==> src/rtl/lzce_pkg.sv <==
// ----------------------------------------------------------------------------
// lzce_pkg: shared types and constants of the zero-crossing edge unit
// Command format passed from the front to the back, register codes and
// reset values.
// ----------------------------------------------------------------------------
package lzce_pkg;

  localparam int unsigned PixW     = 8;
  localparam int unsigned CoordW   = 9;
  localparam int unsigned InCoordW = 8;
  localparam int unsigned CfgIdxW  = 2;
  localparam int unsigned CfgDataW = 9;
  localparam int unsigned WinW     = 4;
  localparam int unsigned HalfW    = WinW - 1;
  localparam int unsigned CmpW     = PixW + 3;

  localparam int unsigned QueueDepth = 2;
  localparam int unsigned QPtrW      = (QueueDepth > 1) ? $clog2(QueueDepth) : 1;
  localparam int unsigned QCntW      = $clog2(QueueDepth + 1);

  localparam logic [WinW-1:0]     MaxWindow   = 4'd15;
  localparam logic [CfgDataW-1:0] WidthReset  = 9'd256;
  localparam logic [CfgDataW-1:0] HeightReset = 9'd256;
  localparam logic [WinW-1:0]     WindowReset = 4'd3;
  localparam logic [PixW-1:0]     ThreshReset = 8'd0;
  localparam logic [PixW-1:0]     PixMax      = 8'd255;
  localparam logic [PixW-1:0]     PixMin      = 8'd0;

  typedef enum logic [CfgIdxW-1:0] {
    CfgImageWidth  = 2'd0,
    CfgImageHeight = 2'd1,
    CfgWindowSize  = 2'd2,
    CfgThreshold   = 2'd3
  } cfg_reg_e;

  typedef enum logic [1:0] {
    CmdLoad  = 2'd0,
    CmdQuery = 2'd1,
    CmdZero  = 2'd2
  } cmd_kind_e;

  typedef struct packed {
    cmd_kind_e             kind;
    logic [InCoordW-1:0]   col;
    logic [InCoordW-1:0]   row;
    logic [PixW-1:0]       pixel;
    logic [CoordW-1:0]     x_lo;
    logic [CoordW-1:0]     x_hi;
    logic [CoordW-1:0]     y_lo;
    logic [CoordW-1:0]     y_hi;
  } cmd_t;

endpackage

==> src/rtl/lzce_queue.sv <==
// ----------------------------------------------------------------------------
// lzce_queue: command queue between front and back
// Small FIFO of classified commands.
// ----------------------------------------------------------------------------
module lzce_queue (
  input  logic           clk_i,
  input  logic           rst_ni,
  input  logic           push_i,
  input  lzce_pkg::cmd_t cmd_i,
  input  logic           pop_i,
  output lzce_pkg::cmd_t head_o,
  output logic           full_o,
  output logic           empty_o
);

  localparam int unsigned Depth = lzce_pkg::QueueDepth;
  localparam int unsigned PtrW  = lzce_pkg::QPtrW;
  localparam int unsigned CntW  = lzce_pkg::QCntW;

  lzce_pkg::cmd_t  entry_q [Depth];
  logic [PtrW-1:0] wr_ptr_q, rd_ptr_q;
  logic [CntW-1:0] cnt_q;
  logic            do_push, do_pop;

  assign full_o  = (cnt_q == CntW'(Depth));
  assign empty_o = (cnt_q == '0);
  assign head_o  = entry_q[rd_ptr_q];
  assign do_push = push_i && !full_o;
  assign do_pop  = pop_i && !empty_o;

  always_ff @(posedge clk_i) begin
    if (do_push) entry_q[wr_ptr_q] <= cmd_i;
  end

  always_ff @(posedge clk_i or negedge rst_ni) begin
    if (!rst_ni) begin
      wr_ptr_q <= '0;
      rd_ptr_q <= '0;
      cnt_q    <= '0;
    end else begin
      if (do_push) begin
        wr_ptr_q <= (wr_ptr_q == PtrW'(Depth - 1)) ? '0 : wr_ptr_q + PtrW'(1);
      end
      if (do_pop) begin
        rd_ptr_q <= (rd_ptr_q == PtrW'(Depth - 1)) ? '0 : rd_ptr_q + PtrW'(1);
      end
      if (do_push && !do_pop)      cnt_q <= cnt_q + CntW'(1);
      else if (do_pop && !do_push) cnt_q <= cnt_q - CntW'(1);
    end
  end

endmodule

==> config.mk <==
export PLATFORM = sky130hd
export DESIGN_NAME = lzce_queue
export DESIGN_NICKNAME = d
export VERILOG_FILES = /design/src/rtl/lzce_pkg.sv /design/src/rtl/lzce_queue.sv
export SDC_FILE = /design/constraint.sdc
export NUM_CORES = 1
export LEC_CHECK = 0
export ABC_AREA = 1
export BUFFER_PORTS_ARGS = -buffer_cell sky130_fd_sc_hd__buf_2
export CAP_MARGIN = 0
export CORE_ASPECT_RATIO = 0.6
export CORE_MARGIN = 8
export CORE_UTILIZATION = 45
export DETAILED_ROUTE_END_ITERATION = 8
export GPL_ROUTABILITY_DRIVEN = 0
export PLACE_DENSITY = 0.73
export SYNTH_ARGS = -nofsm -noshare
export SYNTH_HDL_FRONTEND = slang
export SYNTH_SLANG_ARGS = --single-unit
==> constraint.sdc <==
create_clock -name clk_i -period 3.33 [get_ports clk_i]
set_input_delay 0.666 -clock clk_i [delete_from_list [all_inputs] [get_ports clk_i]]
set_output_delay 0.666 -clock clk_i [all_outputs]
set_load 0.005 [all_outputs]
==> results.md <==
- Cell chain of the critical path: inv_6 -> nand2_1 -> nand2_1 -> buf_2
- Maximum fanout encountered on the critical timing path: 63
- Total CTS buffers: 17
- Pin count of the biggest net entering global routing: 64
- Number of buffers inserted by hold repair at cts: 0
- Clock tree from TritonCTS: yes
- Total power divided by cell area: roughly 900 nW/um2
- Count of cell instances traversed by the critical path: 4
- Estimated wirelength of the detail-placed design: roughly 6.8 mm
- Cell accounting for the most synthesized area: sky130_fd_sc_hd__edfxtp_1
- Htree depth: 4
- Standby leakage power: between 2 and 3 nW
- Transition at the pin with the smallest max-transition slack: slightly above 0.6 ns
- Tot GR Track Use: between 10% and 20%
- Reg-to-Reg End: entry_q[0][60]
- Reg-to-reg startpoint: cnt_q[0]
- Finish-stage setup viols: 0
- Number of slew-limit violations in the final report: 0
- RSZ-0062 raised after global routing: no
- Normalized max-slew margin: 59.5%
- PostCTS Resize Cnt: 0
- Total global routing overflow: 0
- Drt first pass iters: 4
- Clock input transition at the sequential cells of the worst setup and hold paths: 0.05 ns
- Leading cell types by total area after synthesis: sky130_fd_sc_hd__edfxtp_1 (78%), sky130_fd_sc_hd__nand2_1 (15%), sky130_fd_sc_hd__dfrtp_1 (2.1%), sky130_fd_sc_hd__buf_6 (1.4%), sky130_fd_sc_hd__buf_2 (0.52%)
- Fin Clk Skew: about 0.0044 ns
- Number of distinct library cells after synthesis: 18
- Placeable core region: roughly 10,000 um2
- Final Net Count: around 560
- Worst path arrival time: 1.74 ns
- Run status: complete, no violations
- Detailed-route wire length per cell: around 16 um
- Post-Synthesis Cell Area: around 4800 um2
- Buffers inserted during post-CTS setup optimization: 0
- Sink Count: ~130
- Number of max-cap violations: 0
- Gate count of the mapped netlist: approximately 360
- Critical path class: reg -> out
- CTS Buffer Depth: 2
- DRC violation count after routing: 0
- Peak VDD IR: 589 uV
- Critical Path Source Type: register
- Req. time, crit path: about 2.7 ns
- Fraction of final layout cells sized beyond drive strength 1: 32.7%
- Antenna cell count: 0
- Ys Warns: 0
- Layout filler cell count: between 800 and 900
- Number of placement rows: 29
- Worst-skew pair later-pin latency: ~0.4 ns
- Minimum setup slack among reg-to-reg paths: roughly 1.4 ns
- Worst Reg-to-Reg Cells: 5
- Area share of the leading cell type in the synthesized netlist: 78.0%
- Vias post-DR: ~3,000
- Launch point of the worst path: rd_ptr_q
- Maximum cell stage delay along the critical path: ~0.55 ns
- Hold Fails Final Rpt: 0
- Synthesized net count: about 420
- Most used cell, CP: sky130_fd_sc_hd__nand2_1
- Flop and latch count out of synthesis: around 130
- Critical path endpoint category: primary output
- Total Power Consumption: 5.63 mW
- Synth-to-Final Area Change: 28.4%
- Die X: between 100 and 150 um
- Final Core Density: around three fifths
- Total die area: about 14,000 um2
- Class of the most critical hold timing path: in -> async
- Post-synthesis sequential area ratio: 80.1%
- Worst setup path endpoint: head_o[57]
- Count of antenna-violating nets left after detailed routing: 0
- Fraction of the cycle the final worst path needs: around 72%
- Slowest-stage cell, CP: sky130_fd_sc_hd__dfrtp_2
- Number of top-level design ports: between 100 and 150
- Count of buffer and inverter cells on the critical path: 2
- Number of port buffers: around 130
- Clock root cell: sky130_fd_sc_hd__clkbuf_16
- Global-route wire length before repair: roughly 16 mm
- Category of cells accounting for the largest share of critical-path delay: flip-flops
- Min Clock Period, post-route: between 2 and 2.5 ns
- Number of violations reported at the end of detailed-routing iteration 0: between 150 and 200
- Vias in the first global route: approximately 3,100
- Initial antenna violation count: 1
- Mean cell area of the mapped netlist: 13.4 um2
- Top achievable clock speed: approximately 420 MHz
- Starting utilization of the core area: between 40 and 50%
- Vert. Die Dim: 95.8 um
- Via density: 4.75
- Setup TNS after final layout: 0 ns
- Post-detailed-routing wire length: 10.3 mm
power by group:
| group | total, mW | internal [mW] | switching [mW] |
|---|---|---|---|
| logic | 1.51 | 0.543 | 0.962 |
| clock network | 1.79 | 1.17 | 0.626 |
| registers | 2.33 | 2.20 | 0.133 |
cells by family (layout without fill, tap and decap cells):
logic type / Yosys count / in the layout / share of synthesized area (%)
xor+xnor: 1 / 1 / 0.184
flops: 128 / 128 / 80.1
compound gates: 2 / 2 / 0.210
simple gates: 202 / 202 / 16.3
fa+ha+maj: 1 / 1 / 0.262
buf+inv: 21 / 173 / 2.99
state kept, by name, summed over array words and instances (netlist names):
name,flops
cnt_q,2
rd_ptr_q,1
entry_q,124
wr_ptr_q,1
worst min-delay path by stage:
stage | startpoint | endpoint | slack [ns] | cells after the start
floorplan | rst_ni | cnt_q[0] | 0.37 | 0
global placement | wr_ptr_q | wr_ptr_q | 0.46 | 2
detailed placement | rst_ni | cnt_q[0] | 0.48 | 1
CTS | rst_ni | wr_ptr_q | 0.05 | 1
global route | rst_ni | rd_ptr_q | 0.05 | 1
finish | rst_ni | wr_ptr_q | 0.07 | 1
metal layers:
layer	vias to the layer above	track usage (%)	wire (um)
li1	1474	-	-
met1	1465	18.1	4610
met2	118	22.8	4570
met3	8	6.81	1010
met4	2	4.51	63
met5	-	0	10
placed cells by master, fill, tap and decap left out, types with 3 or more instances in the layout:
cell / instances
sky130_fd_sc_hd__clkinvlp_4: 3
sky130_fd_sc_hd__nand2_1: 195
sky130_fd_sc_hd__dfrtp_1: 3
sky130_fd_sc_hd__edfxtp_1: 124
sky130_fd_sc_hd__buf_2: 129
sky130_fd_sc_hd__inv_1: 5
sky130_fd_sc_hd__clkbuf_1: 3
sky130_fd_sc_hd__bufinv_16: 3
sky130_fd_sc_hd__clkinv_1: 3
sky130_fd_sc_hd__clkbuf_16: 17
through the flow:
step           setup WS [ns]  hold slack (ns)  area [um2]  std cells
2_1_floorplan          0.547            0.370        4780        355
3_3_place_gp            1.18            0.464        5550        614
3_5_place_dp            1.15            0.477        5550        614
4_1_cts                0.876           0.0504        6130        646
5_1_grt                0.763           0.0545        6130        646
6_report               0.926           0.0670        6130        646
synthesized netlist by cell type:
cell	count
sky130_fd_sc_hd__nand3_1	1
sky130_fd_sc_hd__ha_1	1
sky130_fd_sc_hd__nand3b_1	1
sky130_fd_sc_hd__dfrtp_1	4
sky130_fd_sc_hd__nand2_1	195
sky130_fd_sc_hd__buf_6	6
sky130_fd_sc_hd__inv_6	1
sky130_fd_sc_hd__xnor2_1	1
sky130_fd_sc_hd__inv_2	1
sky130_fd_sc_hd__nor2_1	2
sky130_fd_sc_hd__edfxtp_1	124
sky130_fd_sc_hd__inv_1	6
sky130_fd_sc_hd__buf_4	2
sky130_fd_sc_hd__o21ai_1	2
sky130_fd_sc_hd__nor2_2	1
sky130_fd_sc_hd__nor2_4	1
sky130_fd_sc_hd__nand4_1	1
sky130_fd_sc_hd__buf_2	5
layout make-up:
cell class,count,area (um2),area share (%)
Timing Repair Buffer,133,701,11.4
Sequential cell,128,3820,62.4
Multi-Input combinational cell,206,815,13.3
Clock inverter,12,143,2.33
Inverter,8,35.0,0.572
Clock buffer,20,437,7.13
Tap cell,139,174,2.84
No activity file was read; power rests on OpenSTA's default activity.
