### config.mk
export PLATFORM = sky130hd
export DESIGN_NAME = lzce_front_flat
export DESIGN_NICKNAME = d
export VERILOG_FILES = /design/src/rtl/lzce_pkg.sv /design/src/rtl/lzce_if.sv /design/src/rtl/lzce_front.sv /design/src/flat_wrapper.sv
export SDC_FILE = /design/constraint.sdc
export NUM_CORES = 1
export LEC_CHECK = 0
export ABC_AREA = 1
export BUFFER_PORTS_ARGS = -buffer_cell sky130_fd_sc_hd__buf_2
export CORE_MARGIN = 3
export CORE_UTILIZATION = 45
export CTS_BUF_LIST = sky130_fd_sc_hd__clkbuf_4
export DETAILED_ROUTE_END_ITERATION = 16
export PLACE_DENSITY = 0.74
export RECOVER_POWER = 100
export SLEW_MARGIN = 20
export SYNTH_ARGS = -nofsm -noshare
export SYNTH_HDL_FRONTEND = slang
export SYNTH_SLANG_ARGS = --single-unit
### constraint.sdc
create_clock -name clk_i -period 3.2 [get_ports clk_i]
set_input_delay 0.64 -clock clk_i [delete_from_list [all_inputs] [get_ports clk_i]]
set_output_delay 0.64 -clock clk_i [all_outputs]
set_load 0.05 [all_outputs]
### src/rtl/lzce_pkg.sv
// ----------------------------------------------------------------------------
// lzce_pkg: shared types and constants of the zero-crossing edge unit
// Command format passed from the front to the back, register codes and
// reset values.
// ----------------------------------------------------------------------------
package lzce_pkg;

  localparam int unsigned PixW     = 8;
  localparam int unsigned CoordW   = 9;
  localparam int unsigned InCoordW = 8;
  localparam int unsigned CfgIdxW  = 2;
  localparam int unsigned CfgDataW = 9;
  localparam int unsigned WinW     = 4;
  localparam int unsigned HalfW    = WinW - 1;
  localparam int unsigned CmpW     = PixW + 3;

  localparam int unsigned QueueDepth = 2;
  localparam int unsigned QPtrW      = (QueueDepth > 1) ? $clog2(QueueDepth) : 1;
  localparam int unsigned QCntW      = $clog2(QueueDepth + 1);

  localparam logic [WinW-1:0]     MaxWindow   = 4'd15;
  localparam logic [CfgDataW-1:0] WidthReset  = 9'd256;
  localparam logic [CfgDataW-1:0] HeightReset = 9'd256;
  localparam logic [WinW-1:0]     WindowReset = 4'd3;
  localparam logic [PixW-1:0]     ThreshReset = 8'd0;
  localparam logic [PixW-1:0]     PixMax      = 8'd255;
  localparam logic [PixW-1:0]     PixMin      = 8'd0;

  typedef enum logic [CfgIdxW-1:0] {
    CfgImageWidth  = 2'd0,
    CfgImageHeight = 2'd1,
    CfgWindowSize  = 2'd2,
    CfgThreshold   = 2'd3
  } cfg_reg_e;

  typedef enum logic [1:0] {
    CmdLoad  = 2'd0,
    CmdQuery = 2'd1,
    CmdZero  = 2'd2
  } cmd_kind_e;

  typedef struct packed {
    cmd_kind_e             kind;
    logic [InCoordW-1:0]   col;
    logic [InCoordW-1:0]   row;
    logic [PixW-1:0]       pixel;
    logic [CoordW-1:0]     x_lo;
    logic [CoordW-1:0]     x_hi;
    logic [CoordW-1:0]     y_lo;
    logic [CoordW-1:0]     y_hi;
  } cmd_t;

endpackage

### src/rtl/lzce_if.sv
// ----------------------------------------------------------------------------
// lzce_if: channel interfaces of the zero-crossing edge unit
// Input channel carries load and query items, output channel carries
// edge results. Valid/ready handshake on both.
// ----------------------------------------------------------------------------
interface lzce_in_if;
  logic       valid;
  logic       ready;
  logic       operation;
  logic [7:0] col;
  logic [7:0] row;
  logic [7:0] pixel;

  modport source (output valid, output operation, output col, output row,
                  output pixel, input ready);
  modport sink   (input valid, input operation, input col, input row,
                  input pixel, output ready);
endinterface


### src/rtl/lzce_front.sv
// ----------------------------------------------------------------------------
// lzce_front: configuration registers and item classifier
// Holds the registers, checks coordinates against the active frame and
// precomputes the clamped window bounds of each query.
// ----------------------------------------------------------------------------
module lzce_front #(
  parameter int unsigned MAX_WIDTH  = 256,
  parameter int unsigned MAX_HEIGHT = 256
) (
  input  logic                             clk_i,
  input  logic                             rst_ni,
  input  logic                             cfg_we_i,
  input  logic [lzce_pkg::CfgIdxW-1:0]     cfg_idx_i,
  input  logic [lzce_pkg::CfgDataW-1:0]    cfg_wdata_i,
  lzce_in_if.sink                          in_i,
  input  logic                             full_i,
  output logic                             push_o,
  output lzce_pkg::cmd_t                   cmd_o,
  output logic [lzce_pkg::PixW-1:0]        threshold_o
);

  localparam logic [12:0] MaxW = 13'(MAX_WIDTH);
  localparam logic [12:0] MaxH = 13'(MAX_HEIGHT);

  logic [lzce_pkg::CfgDataW-1:0] width_q, height_q;
  logic [lzce_pkg::WinW-1:0]     win_q;
  logic [lzce_pkg::PixW-1:0]     thresh_q;

  logic [lzce_pkg::CoordW-1:0]   w_act, h_act, col9, row9;
  logic [lzce_pkg::CoordW-1:0]   x_sum, y_sum, half9;
  logic [lzce_pkg::WinW-1:0]     ws;
  logic [lzce_pkg::HalfW-1:0]    half;
  logic                          in_frame;

  always_ff @(posedge clk_i or negedge rst_ni) begin
    if (!rst_ni) begin
      width_q  <= lzce_pkg::WidthReset;
      height_q <= lzce_pkg::HeightReset;
      win_q    <= lzce_pkg::WindowReset;
      thresh_q <= lzce_pkg::ThreshReset;
    end else if (cfg_we_i) begin
      case (lzce_pkg::cfg_reg_e'(cfg_idx_i))
        lzce_pkg::CfgImageWidth:  width_q  <= cfg_wdata_i;
        lzce_pkg::CfgImageHeight: height_q <= cfg_wdata_i;
        lzce_pkg::CfgWindowSize:  win_q    <= cfg_wdata_i[lzce_pkg::WinW-1:0];
        lzce_pkg::CfgThreshold:   thresh_q <= cfg_wdata_i[lzce_pkg::PixW-1:0];
        default: ;
      endcase
    end
  end

  // Zero acts as one, oversize acts as the frame store limit.
  always_comb begin
    if (width_q == '0)            w_act = 9'd1;
    else if (13'(width_q) > MaxW) w_act = 9'(MaxW);
    else                          w_act = width_q;
    if (height_q == '0)            h_act = 9'd1;
    else if (13'(height_q) > MaxH) h_act = 9'(MaxH);
    else                           h_act = height_q;
  end

  assign ws       = (win_q > lzce_pkg::MaxWindow) ? lzce_pkg::MaxWindow : win_q;
  assign half     = ws[lzce_pkg::WinW-1:1];
  assign half9    = 9'(half);
  assign col9     = 9'(in_i.col);
  assign row9     = 9'(in_i.row);
  assign x_sum    = col9 + half9;
  assign y_sum    = row9 + half9;
  assign in_frame = (col9 < w_act) && (row9 < h_act);

  // Clamped window bounds: repeated border pixels do not change min or max.
  always_comb begin
    cmd_o.col   = in_i.col;
    cmd_o.row   = in_i.row;
    cmd_o.pixel = in_i.pixel;
    cmd_o.x_lo  = (col9 >= half9) ? col9 - half9 : '0;
    cmd_o.y_lo  = (row9 >= half9) ? row9 - half9 : '0;
    cmd_o.x_hi  = (x_sum > w_act - 9'd1) ? w_act - 9'd1 : x_sum;
    cmd_o.y_hi  = (y_sum > h_act - 9'd1) ? h_act - 9'd1 : y_sum;
    if (!in_i.operation)  cmd_o.kind = lzce_pkg::CmdLoad;
    else if (in_frame)    cmd_o.kind = lzce_pkg::CmdQuery;
    else                  cmd_o.kind = lzce_pkg::CmdZero;
  end

  // Drop loads outside the frame right here.
  assign in_i.ready  = !full_i;
  assign push_o      = in_i.valid && !full_i && (in_i.operation || in_frame);
  assign threshold_o = thresh_q;

endmodule

### src/flat_wrapper.sv
// flat-port wrapper written by rule: the top's interface ports become plain ports
module lzce_front_flat 
#(
  parameter int unsigned MAX_WIDTH  = 256,
  parameter int unsigned MAX_HEIGHT = 256
)
  (clk_i, rst_ni, cfg_we_i, cfg_idx_i, cfg_wdata_i, full_i, push_o, cmd_o, threshold_o, in_i_valid, in_i_operation, in_i_col, in_i_row, in_i_pixel, in_i_ready);
  lzce_in_if in_i_i ();
  input  logic clk_i;
  input  logic rst_ni;
  input  logic cfg_we_i;
  input  logic [lzce_pkg::CfgIdxW-1:0] cfg_idx_i;
  input  logic [lzce_pkg::CfgDataW-1:0] cfg_wdata_i;
  input  logic full_i;
  output logic push_o;
  output lzce_pkg::cmd_t cmd_o;
  output logic [lzce_pkg::PixW-1:0] threshold_o;
  input wire logic [$bits(in_i_i.valid)-1:0] in_i_valid;
  input wire logic [$bits(in_i_i.operation)-1:0] in_i_operation;
  input wire logic [$bits(in_i_i.col)-1:0] in_i_col;
  input wire logic [$bits(in_i_i.row)-1:0] in_i_row;
  input wire logic [$bits(in_i_i.pixel)-1:0] in_i_pixel;
  output wire logic [$bits(in_i_i.ready)-1:0] in_i_ready;
  assign in_i_i.valid = in_i_valid;
  assign in_i_i.operation = in_i_operation;
  assign in_i_i.col = in_i_col;
  assign in_i_i.row = in_i_row;
  assign in_i_i.pixel = in_i_pixel;
  assign in_i_ready = in_i_i.ready;
  lzce_front #(.MAX_WIDTH(MAX_WIDTH), .MAX_HEIGHT(MAX_HEIGHT)) u_core (.clk_i(clk_i), .rst_ni(rst_ni), .cfg_we_i(cfg_we_i), .cfg_idx_i(cfg_idx_i), .cfg_wdata_i(cfg_wdata_i), .in_i(in_i_i), .full_i(full_i), .push_o(push_o), .cmd_o(cmd_o), .threshold_o(threshold_o));
endmodule
==> impl_table.tex <==
\begin{tabular}{lr}
\hline
Metric & Value \\
\hline
\multicolumn{2}{l}{\textbf{Run status}} \\
\quad Outcome & finished with violations \\
\quad Failing checks & capacitance limit, slew limit, setup timing \\
\multicolumn{2}{l}{\textbf{Placement}} \\
\quad HPWL reported at the end of detailed placement & between 8000 and 9000 um \\
\quad Routability congestion estimate from global placement & roughly 0.95 \\
\quad Placed cell count & 825 \\
\quad Buffers on Ports & 96 \\
\quad Worst-case setup slack after placement & -0.764 ns \\
\quad Post-detailed-placement cell area & 5270 um2 \\
\multicolumn{2}{l}{\textbf{Final layout}} \\
\quad Layout cells sized above 1 & 0.505 \\
\quad Area of all placed cells without fillers & between 6000 and 7000 um2 \\
\quad Number of antenna diodes & 0 \\
\quad Fill cells & around 480 \\
\quad Final net count & 839 \\
\quad Growth of design area from synthesis to finish & 70.5\% \\
\quad Filler-free cell count of the finished design & roughly 850 \\
\multicolumn{2}{l}{\textbf{Global route}} \\
\quad Total routing resource utilization after global routing & 0.289 \\
\quad Largest net degree at the start of global routing & 30 \\
\quad Global-route wire length before repair & approximately 21000 um \\
\quad Number of global-route vias before repair & between 4000 and 5000 \\
\quad GRT Residual Overflow & 0 \\
\quad Number of antenna violations at the first check in global routing & 0 \\
\multicolumn{2}{l}{\textbf{Logic synthesis}} \\
\quad Number of instances in the synthesized netlist & 536 \\
\quad Syn. warnings & 0 \\
\quad Largest area contributor in the netlist & dfrtp\_1 \\
\quad Sequential cell area fraction in the yosys report & 0.201 \\
\quad Area share of the largest cell type after synthesis & 0.179 \\
\quad Most instantiated library cell after synthesis & nand2\_1 \\
\quad Main flop type after synthesis & dfrtp\_1 \\
\quad Cell area after synthesis & 3630 um2 \\
\quad Number of distinct library cells after synthesis & 37 \\
\quad Yosys reg bits & 29 \\
\quad Post-synthesis area per instance & 6.77 um2 \\
\quad Number of synthesized flops with an enable pin & 0 \\
\quad Synth cell count leaders & nand2\_1 (141), inv\_1 (72), o21ai\_0 (51) \\
\quad Total nets after synthesis & around 630 \\
\quad Fraction of synthesis flops using an asynchronous set or reset pin & 1.00 \\
\quad Top cells by area, synth & dfrtp\_1 (18\%), ha\_1 (16\%), nand2\_1 (15\%) \\
\multicolumn{2}{l}{\textbf{STA}} \\
\quad Number of hold-slack violations in the final timing report & 0 \\
\quad Final clock period utilization by the worst path & 1.27 \\
\quad Least setup slack across all paths after layout & -0.877 ns \\
\quad Final Skew & 0 ns \\
\quad Timing-limited maximum frequency & between 200 and 250 MHz \\
\quad Final period demand of the worst path & roughly 4 ns \\
\quad Relative slew margins & -0.0279 \\
\quad Worst Max-Slew Pin Slew & about 1.5 ns \\
\quad Number of endpoints failing setup at the final stage & 23 \\
\quad Max Slew Vio Count & 30 \\
\quad Setup repair after global routing missed its margin & yes \\
\multicolumn{2}{l}{\textbf{Power and ir drop}} \\
\quad Power density over the cells & about 740 nW/um2 \\
\quad Overall Power & 0.00459 W \\
\quad Worst vdd ir & between 0.0003 and 0.0004 V \\
\quad Reg power frac & 0.102 \\
\quad Switching power summed over all nets & around 0.0025 W \\
\quad Clk pwr share & 0.048 \\
\quad Internal Pwr Total & between 0.002 and 0.0025 W \\
\quad Gate power share & 0.850 \\
\quad Net switching share of the total power & 0.554 \\
\quad Reported leakage power & approximately 3.2 nW \\
\multicolumn{2}{l}{\textbf{Clocking}} \\
\quad Reg clk slew, reported paths & 0.09 ns \\
\quad Clk Latency, worst-skew pair & between 0.3 and 0.4 ns \\
\quad Max Root-Sink Buffers & 2 \\
\quad Clock Sink Count & 29 \\
\quad Max H-tree Level & 2 \\
\quad CTS buffer count & 5 \\
\quad Number of hold buffers added after CTS & 0 \\
\quad Buffer cell driving the clock tree root & clkbuf\_4 \\
\quad Clock tree from TritonCTS & done \\
\multicolumn{2}{l}{\textbf{Flow run}} \\
\quad Number of maximum-capacitance constraint violations & 1 \\
\multicolumn{2}{l}{\textbf{Route}} \\
\quad Drt drc & 0 \\
\quad ANT nets after route & 0 \\
\quad Total wire length after detailed routing & $\sim$16000 um \\
\quad First-pass detailed-route iteration total & 5 \\
\quad Average routed wire per standard cell & 19.2 um \\
\quad Number of DRC markers in iteration 0 & 350 \\
\quad Total number of vias & 4840 \\
\quad Routed vias/inst & between 5 and 6 \\
\multicolumn{2}{l}{\textbf{Floorplan}} \\
\quad Horizontal die dimension & 95.8 um \\
\quad Starting Density & 0.467 \\
\quad Die area & between 9000 and 10000 um2 \\
\quad Core area & between 7000 and 8000 um2 \\
\quad Overall die height & 95.8 um \\
\quad IO Pins & roughly 110 \\
\quad Site Rows & 32 \\
\multicolumn{2}{l}{\textbf{Setup path}} \\
\quad Worst Path Max Fanout & 6 \\
\quad WP data arrival & roughly 3.4 ns \\
\quad CP required & 2.56 ns \\
\quad Master of the slowest instance on the critical path & dfstp\_2 \\
\quad Series of cell instances along the critical path & buf\_2, ha\_4, fa\_2, a21oi\_4, nor2\_2, nand4\_1, nand2\_1, inv\_2, ha\_4, nand2\_4, nor3\_4, nand4\_1, buf\_4, nand2\_8, nand2\_1, o21ai\_4, buf\_6 \\
\quad Kind of cell with the highest combined delay on the critical path & simple AND/OR/NAND/NOR gates \\
\quad Slowest stage delay, CP & 0.56 ns \\
\quad Buffers plus inverters on the worst setup path & 4 \\
\quad Critical Path End Type & output pin \\
\quad Launching element type of the critical path & flop \\
\quad Start-to-end type of the worst setup path & flop to output pin \\
\multicolumn{2}{l}{\textbf{Hold path}} \\
\quad Class of the worst hold path & flop to flop \\
\hline
\end{tabular}
## worst min-delay path: cells and delay by family (launching register included)
| kind | cells | cell delay (ns) |
|---|---|---|
| AO/OA/AOI/OAI | 1 | 0.06 |
| flip-flops | 1 | 0.36 |
| AND/OR/NAND/NOR | 1 | 0.05 |
## repair_timing
action / in CTS / in global routing
setup endpoints to repair: 21 / 28
pin swaps: 39 / 53
cloned: 2 / 0
setup buffers: 8 / 9
resized for setup: 115 / 80
## power groups by stage
stage | combinational, W | clock [W] | sequential, W
floorplan | 0.00196 | 0 | 0.000540
global placement | 0.00277 | 0 | 0.000468
detailed placement | 0.00285 | 0 | 0.000472
CTS | 0.00335 | 0.000223 | 0.000466
global route | 0.00406 | 0.000239 | 0.000475
finish | 0.00390 | 0.000221 | 0.000470
## final timing paths
path / to / start / cells after the start / slack, ns
max in group asynchronous: u_core.height_q[0] / rst_ni / 1 / 1.61
max: cmd_o[1] / u_core.win_q[1] / 17 / -0.88
max reg2reg: u_core.win_q[1] / u_core.win_q[1] / 4 / 2.16
min in group asynchronous: u_core.threshold_o[5] / rst_ni / 1 / 0.68
min: u_core.threshold_o[6] / u_core.threshold_o[6] / 2 / 0.50
min reg2reg: u_core.threshold_o[6] / u_core.threshold_o[6] / 2 / 0.50
## metal layers
metal	global-route usage	wire (um)	share of wire	vias up
li1	-	-	-	2118
met3	0.0422	1210	0.074	108
met1	0.339	6120	0.37	2297
met4	0.139	1180	0.072	0
met5	0	0	0	-
met2	0.514	7810	0.48	317
## cells by family (layout without fill, tap and decap cells)
| logic type | after synthesis | count (layout) | synth area share |
|---|---|---|---|
| XOR/XNOR | 22 | 22 | 0.0531 |
| flip-flops | 29 | 29 | 0.201 |
| AND/OR/NAND/NOR | 238 | 240 | 0.289 |
| AO/OA/AOI/OAI | 88 | 88 | 0.132 |
| buffers and inverters | 109 | 320 | 0.143 |
| adder cells (fa/ha/maj) | 50 | 50 | 0.181 |
## state kept, by name, summed over array words and instances (netlist names)
signal and cells:
u_core.height_q 9, u_core.threshold_o 8, u_core.width_q 9, u_core.win_q 3
## cell type report
type	count	area [um2]	share of cell area
Sequential cell	29	729	0.118
Multi-Input combinational cell	400	3260	0.527
Timing Repair Buffer	235	1700	0.275
Tap cell	102	128	0.0206
Clock inverter	1	3.75	0.000607
Clock buffer	7	52.6	0.00850
Inverter	77	309	0.0500
## cells in the final DEF, fill, tap and decap left out, types with 3 or more instances in the layout
cell	count
inv_2	14
xor2_1	8
o21ai_4	14
buf_6	29
buf_4	125
buf_8	5
a21oi_1	14
buf_2	44
dfstp_2	3
o21ai_0	35
nand2_1	101
inv_1	59
fa_2	3
xor2_2	8
nand4_1	8
nor2_2	10
clkbuf_4	7
nand3_2	6
a21oi_2	8
ha_4	16
o21ai_1	5
nor2_4	6
ha_1	29
nand3_1	13
nand2_2	29
clkbuf_1	28
nor2_1	31
nand2_4	19
a21o_1	3
clkbuf_2	3
dfrtp_1	26
## through the flow
step,utilization,TNS [ns],hold WS (ns)
floorplan,-,-5.65,0.344
global placement,0.678,-12.03,0.466
detailed placement,0.678,-13.04,0.477
CTS,0.752,-9.78,0.346
global route,0.796,-18.19,0.530
finish,0.796,-14.62,0.504
(Power assumes the default switching activity.)
